===== src/design/brb_pkg.sv =====
// brb_pkg: shared types and constants for the byte ring buffer fifo
// request and result structs, action codes, sequencer states
// no dependencies
`timescale 1ns / 1ps
`default_nettype none

package brb_pkg;

	localparam int DATA_W  = 8;
	localparam int LEN_W   = 7;
	localparam int USED_W  = 9;

	localparam int DEPTH_DEF     = 256;
	localparam int MAX_BURST_DEF = 64;

	localparam logic ACT_WRITE = 1'b0;
	localparam logic ACT_READ  = 1'b1;

	typedef struct packed {
		logic              action;
		logic [DATA_W-1:0] write_data;
		logic [LEN_W-1:0]  read_length;
	} brb_req_t;

	typedef struct packed {
		logic              accepted;
		logic [DATA_W-1:0] read_byte;
		logic              last;
		logic [USED_W-1:0] used_count;
	} brb_rsp_t;

	typedef enum logic {
		ST_IDLE,
		ST_READ
	} brb_state_t;

endpackage

`default_nettype wire


===== src/design/byte_ring_buffer_fifo.sv =====
// byte_ring_buffer_fifo: circular byte store with write, burst read and used count
// depends on brb_pkg (request/result structs, action codes, state enum)
// storage is one 1-write / 1-read synchronous ram inside this module
//
//  channel   | ports                      | handshake
//  ----------+----------------------------+-----------------------------------
//  request   | start, busy, item          | taken at edge with start & !busy
//  result    | strobe, result             | one strobe per result, no backpressure
//
// a write request's result shows in the cycle after it is taken
// a read request of n returned bytes (n = min(used, length, MAX_BURST)) holds
//   busy after its first byte until its last ram read issues; one ram read issues per cycle, results
//   stream one per cycle, each in the cycle after its ram read, the ram read port sets that rate
// an empty or zero-length read gives one result in the cycle after it is taken, like a write
// reset clears indices and count; ram contents are left as they are
// the receiver cannot stall, so results are never held
`timescale 1ns / 1ps
`default_nettype none

module byte_ring_buffer_fifo #(
	parameter int DEPTH     = brb_pkg::DEPTH_DEF,
	parameter int MAX_BURST = brb_pkg::MAX_BURST_DEF
) (
	input  wire logic              clk,
	input  wire logic              arst_n,
	input  wire logic              start,
	output logic                   busy,
	input  wire brb_pkg::brb_req_t item,
	output logic                   strobe,
	output brb_pkg::brb_rsp_t      result
);

	import brb_pkg::*;

	// index, count and burst widths
	localparam int AW = (DEPTH > 1) ? $clog2(DEPTH) : 1;
	localparam int CW = $clog2(DEPTH + 1);
	localparam int BW = $clog2(MAX_BURST + 1);
	localparam int MW = (CW > LEN_W) ? CW : LEN_W;

	// byte storage, one write port and one registered read port
	logic [DATA_W-1:0] mem [DEPTH];
	logic [DATA_W-1:0] rdata_q;

	// control state
	brb_state_t    state_q, state_d;
	logic [AW-1:0] widx_q, widx_d;
	logic [AW-1:0] ridx_q, ridx_d;
	logic [CW-1:0] used_q, used_d;
	logic [BW-1:0] remain_q, remain_d;

	// result stage, lined up with the ram read data
	logic              vld_s1, vld_d;
	logic              acc_s1, acc_d;
	logic              last_s1, last_d;
	logic              rd_s1, rd_d;
	logic [USED_W-1:0] used_s1, used_out_d;

	// ram access strobes
	logic wr_en;
	logic rd_en;

	// request decode helpers
	logic          take;
	logic          full;
	logic [MW-1:0] req_w;
	logic [MW-1:0] used_w;
	logic [MW-1:0] len_w;
	logic [BW-1:0] len;

	assign take = start && !busy;
	assign full = (used_q == CW'(DEPTH));

	// clip the requested length, then to what is held
	always_comb begin
		used_w = MW'(used_q);
		if (MW'(item.read_length) > MW'(MAX_BURST)) begin
			req_w = MW'(MAX_BURST);
		end else begin
			req_w = MW'(item.read_length);
		end
		len_w = (used_w < req_w) ? used_w : req_w;
		len   = BW'(len_w);
	end

	// state register
	always_ff @(posedge clk or negedge arst_n) begin
		if (!arst_n) begin
			state_q  <= ST_IDLE;
			widx_q   <= '0;
			ridx_q   <= '0;
			used_q   <= '0;
			remain_q <= '0;
			vld_s1   <= 1'b0;
		end else begin
			state_q  <= state_d;
			widx_q   <= widx_d;
			ridx_q   <= ridx_d;
			used_q   <= used_d;
			remain_q <= remain_d;
			vld_s1   <= vld_d;
		end
	end

	// result payload needs no reset
	always_ff @(posedge clk) begin
		acc_s1  <= acc_d;
		last_s1 <= last_d;
		rd_s1   <= rd_d;
		used_s1 <= used_out_d;
	end

	// next state, ram strobes and result fields
	always_comb begin
		state_d    = state_q;
		widx_d     = widx_q;
		ridx_d     = ridx_q;
		used_d     = used_q;
		remain_d   = remain_q;
		vld_d      = 1'b0;
		acc_d      = 1'b0;
		last_d     = 1'b1;
		rd_d       = 1'b0;
		used_out_d = USED_W'(used_q);
		wr_en      = 1'b0;
		rd_en      = 1'b0;
		busy       = 1'b0;

		unique case (state_q)
			ST_IDLE: begin
				if (take) begin
					vld_d = 1'b1;
					if (item.action == ACT_WRITE) begin
						// byte dropped when full, count reported as is
						if (!full) begin
							wr_en      = 1'b1;
							widx_d     = (widx_q == AW'(DEPTH - 1)) ? '0 : widx_q + 1'b1;
							used_d     = used_q + 1'b1;
							acc_d      = 1'b1;
							used_out_d = USED_W'(used_q + 1'b1);
						end
					end else if (len != '0) begin
						// ram read for the first byte of the burst issues this cycle
						rd_en      = 1'b1;
						rd_d       = 1'b1;
						acc_d      = 1'b1;
						ridx_d     = (ridx_q == AW'(DEPTH - 1)) ? '0 : ridx_q + 1'b1;
						used_d     = used_q - 1'b1;
						used_out_d = USED_W'(used_q - 1'b1);
						last_d     = (len == BW'(1));
						remain_d   = len - 1'b1;
						if (len != BW'(1)) begin
							state_d = ST_READ;
						end
					end
				end
			end
			ST_READ: begin
				// rest of the burst, one byte a cycle
				busy       = 1'b1;
				vld_d      = 1'b1;
				rd_en      = 1'b1;
				rd_d       = 1'b1;
				acc_d      = 1'b1;
				ridx_d     = (ridx_q == AW'(DEPTH - 1)) ? '0 : ridx_q + 1'b1;
				used_d     = used_q - 1'b1;
				used_out_d = USED_W'(used_q - 1'b1);
				last_d     = (remain_q == BW'(1));
				remain_d   = remain_q - 1'b1;
				if (remain_q == BW'(1)) begin
					state_d = ST_IDLE;
				end
			end
			default: begin
				state_d = ST_IDLE;
			end
		endcase
	end

	// ram: write at the write index, registered read at the read index
	always_ff @(posedge clk) begin
		if (wr_en) begin
			mem[widx_q] <= item.write_data;
		end
		if (rd_en) begin
			rdata_q <= mem[ridx_q];
		end
	end

	// result ports straight from the stage registers
	assign strobe            = vld_s1;
	assign result.accepted   = acc_s1;
	assign result.read_byte  = rd_s1 ? rdata_q : '0;
	assign result.last       = last_s1;
	assign result.used_count = used_s1;

	// count never passes the store size
	a_used_bound: assert property (@(posedge clk) disable iff (!arst_n)
		used_q <= CW'(DEPTH))
		else $error("used count above depth");

	// a burst in progress always has bytes left to fetch
	a_burst_remain: assert property (@(posedge clk) disable iff (!arst_n)
		(state_q == ST_READ) |-> (remain_q != '0))
		else $error("burst state with nothing left");

	// a ram read only issues when a byte is held
	a_read_held: assert property (@(posedge clk) disable iff (!arst_n)
		rd_en |-> (used_q != '0))
		else $error("read issued on empty store");

	// a result without last is followed by another result
	a_burst_cont: assert property (@(posedge clk) disable iff (!arst_n)
		(strobe && !result.last) |=> strobe)
		else $error("burst broken before last");

endmodule

`default_nettype wire


===== config.mk =====
export PLATFORM = sky130hd
export DESIGN_NAME = byte_ring_buffer_fifo
export DESIGN_NICKNAME = d
export VERILOG_FILES = /design/src/design/brb_pkg.sv /design/src/design/byte_ring_buffer_fifo.sv
export SDC_FILE = /design/constraint.sdc
export NUM_CORES = 2
export LEC_CHECK = 0
export BUFFER_PORTS_ARGS = -buffer_cell sky130_fd_sc_hd__buf_2
export CORE_MARGIN = 10
export CORE_UTILIZATION = 30
export DETAILED_ROUTE_END_ITERATION = 7
export MAX_ROUTING_LAYER = met4
export PLACE_DENSITY = 0.55
export REMOVE_ABC_BUFFERS = 1
export SYNTH_ARGS = -nofsm -noshare
export SYNTH_HDL_FRONTEND = slang
export SYNTH_SLANG_ARGS = --single-unit
export TNS_END_PERCENT = 10

===== constraint.sdc =====
create_clock -name clk -period 3.65 [get_ports clk]
set_input_delay 0.5475 -clock clk [delete_from_list [all_inputs] [get_ports clk]]
set_output_delay 0.5475 -clock clk [all_outputs]
set_load 0.01 [all_outputs]

==> impl_metrics.tcl <==
set metrics [dict create \
    synth_cells 3714 \
    clock_sinks 2102 \
    first_pass_iters 5 \
    finalNetCount 4302 \
    clock_skew_ns 0.0506 \
    cts_buffers 211 \
    critPathArrivalTime_ns 4.19 \
    p_comb_frac 0.308 \
    status "complete, no violations" \
    yosysUniqueCellTypes 62 \
    crit_path_top_delay_cell "mux4_2" \
    synth.avg_cell_area_um2 22.1 \
    yosys.area_share.adder 0.00274 \
    setup_viol 0 \
    synthMuxAreaShare 0.176 \
    worst_pin_slew_ns 1.16 \
    drt-initial-drc-count 4190 \
    period_minus_slack_ns 3.63 \
    routed-wl-met2_mm 104 \
    synth_top_area_frac 0.751 \
    synth_compound_area_frac 0.0144 \
    start_kind "register" \
    clkPwrFrac 0.299 \
    synth-xor-area-share 0.00277 \
    cts.reportedPaths.clkPinSlew_ns 0.06 \
    cts_root_buf "clkbuf_16" \
    dr_wl_met3_mm 12.2 \
    cts_setup_buffers 0 \
    vias_per_cell 5.00 \
    yosys-top-cells-count "edfxtp_1, mux4_2, nor2_1" \
    cts_tree "built" \
    htreeDepth 4 \
    synth_edf_count 2056 \
    grt_pass1_wl_mm 309 \
    overflow 0 \
    intPower_mw 48.3 \
    synth.most_common_cell "edfxtp_1" \
    fin_util 0.355 \
    power-per-cell-area_nw_per_um2 717 \
    p_leak_nw 30.6 \
    synthSimpleGateAreaFrac 0.0258 \
    synth_seq_cells 2102 \
    path_max_fanout 28 \
    path_cells "buf_12 -> buf_12 -> mux4_2 -> mux4_2 -> mux2i_1 -> o2111ai_1 -> nand3_1 -> a31oi_1" \
    ios 40 \
    finalHoldViolCount 0 \
    maxCapViolations 0 \
    grt_start_max_net_pins 105 \
    grt_pass1_vias 41400 \
    clk_latency_ns 0.87 \
    die_y_um 543 \
    critPathCaptureType "register" \
    synth_top_area_cell "edfxtp_1" \
    gp_congestion 0.861 \
    die-width_um 543 \
    yosys_warnings 0 \
    areaGrowthSynthToFinish_pct 18.1 \
    crit_type "register to register" \
    crit_required_ns 4.21 \
    route.detailed.drc 0 \
    power.share.switching 0.306 \
    num_vias 40100 \
    pwr-share-seq 0.393 \
    timing.setup.tns_ns 0 \
    dp_hpwl_mm 138 \
    antenna_found_initial 6 \
    dieArea_um2 295000 \
    slowest_delay_ns 0.61 \
    netlist_top_cells_area "edfxtp_1, mux4_2, nor2_1" \
    drive_gt1_frac 0.334 \
    slew_viol_final 0 \
    highest_layer "met4" \
    ys.flop_type "edfxtp_1" \
    clk_path_buf_depth 3 \
    antenna_left 0 \
    synth_area_um2 82200 \
    rsz0062_at_grt "no" \
    fmax_ghz 0.275 \
    wl_met1_mm 90.7 \
    coreArea_um2 273000 \
    nFillCells 24900 \
    worst_slew_margin_rel 0.227 \
    portBuffers 39 \
    start_util 0.301 \
    min_period_over_period 0.995 \
    async_reset_ff_frac 0.0162 \
    routed_wl_mm 214 \
    ir_drop_uv 540 \
    switchingPower_mw 21.3 \
    rows 192 \
    hold_path.class "input pin to register" \
    grt.total_usage 0.147 \
    synth_top_family_by_area "multiplexers" \
    avgRoutedWirePerCell_um 26.7 \
    yosysSeqAreaShare 0.764 \
]
[placed cells by master (no fill, tap or decap), drive strengths merged, types with 18 or more instances in the layout]
master	count
a22oi	32
mux2i	59
nand3	54
a21oi	34
edfxtp	2056
dfrtp	34
clkinv	95
nand2	70
inv	27
buf	541
mux4	611
ha	18
clkbuf	278
nor2	284
[state kept, by name, indices dropped and copies added (netlist names)]
signal / count
mem: 2048
used_q: 9
used_s1: 9
rdata_q: 8
ridx_q: 8
widx_q: 8
remain_q: 7
acc_s1: 1
last_s1: 1
rd_s1: 1
state_q: 1
strobe: 1
[per-layer routing]
layer / GRT usage / vias to the layer above
met2: 0.232 / 1316
met4: 0.0498 / 0
met5: - / -
met1: 0.194 / 21700
met3: 0.0244 / 348
li1: - / 16700
[power groups by stage]
stage	clock network (mW)	logic [mW]	registers (mW)
floorplan	0	7.66	28.6
global placement	0	21.7	27.9
detailed placement	0	21.7	27.9
CTS	21.3	21.8	27.3
global route	22.2	22.5	27.4
finish	20.8	21.4	27.4
[through the flow]
stage / power [mW] / hold slack (ns) / worst slack (ns) / instance area (um^2) / cells
floorplan: 36.2 / 0.252 / -17.76 / 81100 / 3504
global placement: 49.5 / 0.544 / -0.421 / 90400 / 7640
detailed placement: 49.6 / 0.549 / -0.389 / 90400 / 7640
CTS: 70.4 / 0.0804 / 0.0993 / 97100 / 8028
global route: 72.0 / 0.140 / 0.0262 / 97100 / 8029
finish: 69.6 / 0.155 / 0.0165 / 97100 / 8029
[what timing repair did]
action,CTS,global route
hold buffers,1,0
hold endpoints to repair,34,0
setup endpoints to repair,1,0
resized for setup,1,0
[worst max-delay path, delay by kind of cell (launching register included)]
family | cells | cell delay (ns)
DFF | 1 | 0.59
buffers and inverters | 2 | 0.57
AOI/OAI and AO/OA | 2 | 0.41
and+or+nand+nor | 1 | 0.28
muxes | 3 | 1.42
[kinds of logic after synthesis]
kind of cell / count (synthesis)
DFF: 2102
muxes: 680
and+or+nand+nor: 489
buffers and inverters: 232
AOI/OAI and AO/OA: 167
xor gates and xnor gates: 26
adders and majority gates: 18
[path summary, 6_finish.rpt]
path	depth (start not counted)	startpoint	endpoint	slack [ns]
max	8	ridx_q[0]	rdata_q[6]	0.02
min	3	start	strobe	0.15
max reg2reg	8	ridx_q[0]	rdata_q[6]	0.02
min reg2reg	1	remain_q[0]	remain_q[0]	0.56
max in group asynchronous	2	arst_n	ridx_q[0]	2.57
min in group asynchronous	2	arst_n	strobe	0.34
[layout make-up]
cell class	count	area (um^2)	area share
repair buffers	548	4730	0.0487
inverters	22	82.6	0.000851
multi-input cells	1380	18300	0.188
clock inverters	115	1040	0.0107
clock buffers	272	5600	0.0576
diodes	1	2.50	0.0000258
well taps	3589	4490	0.0463
flip-flops and latches	2102	62800	0.647
Power figures use the tool's default switching activity.
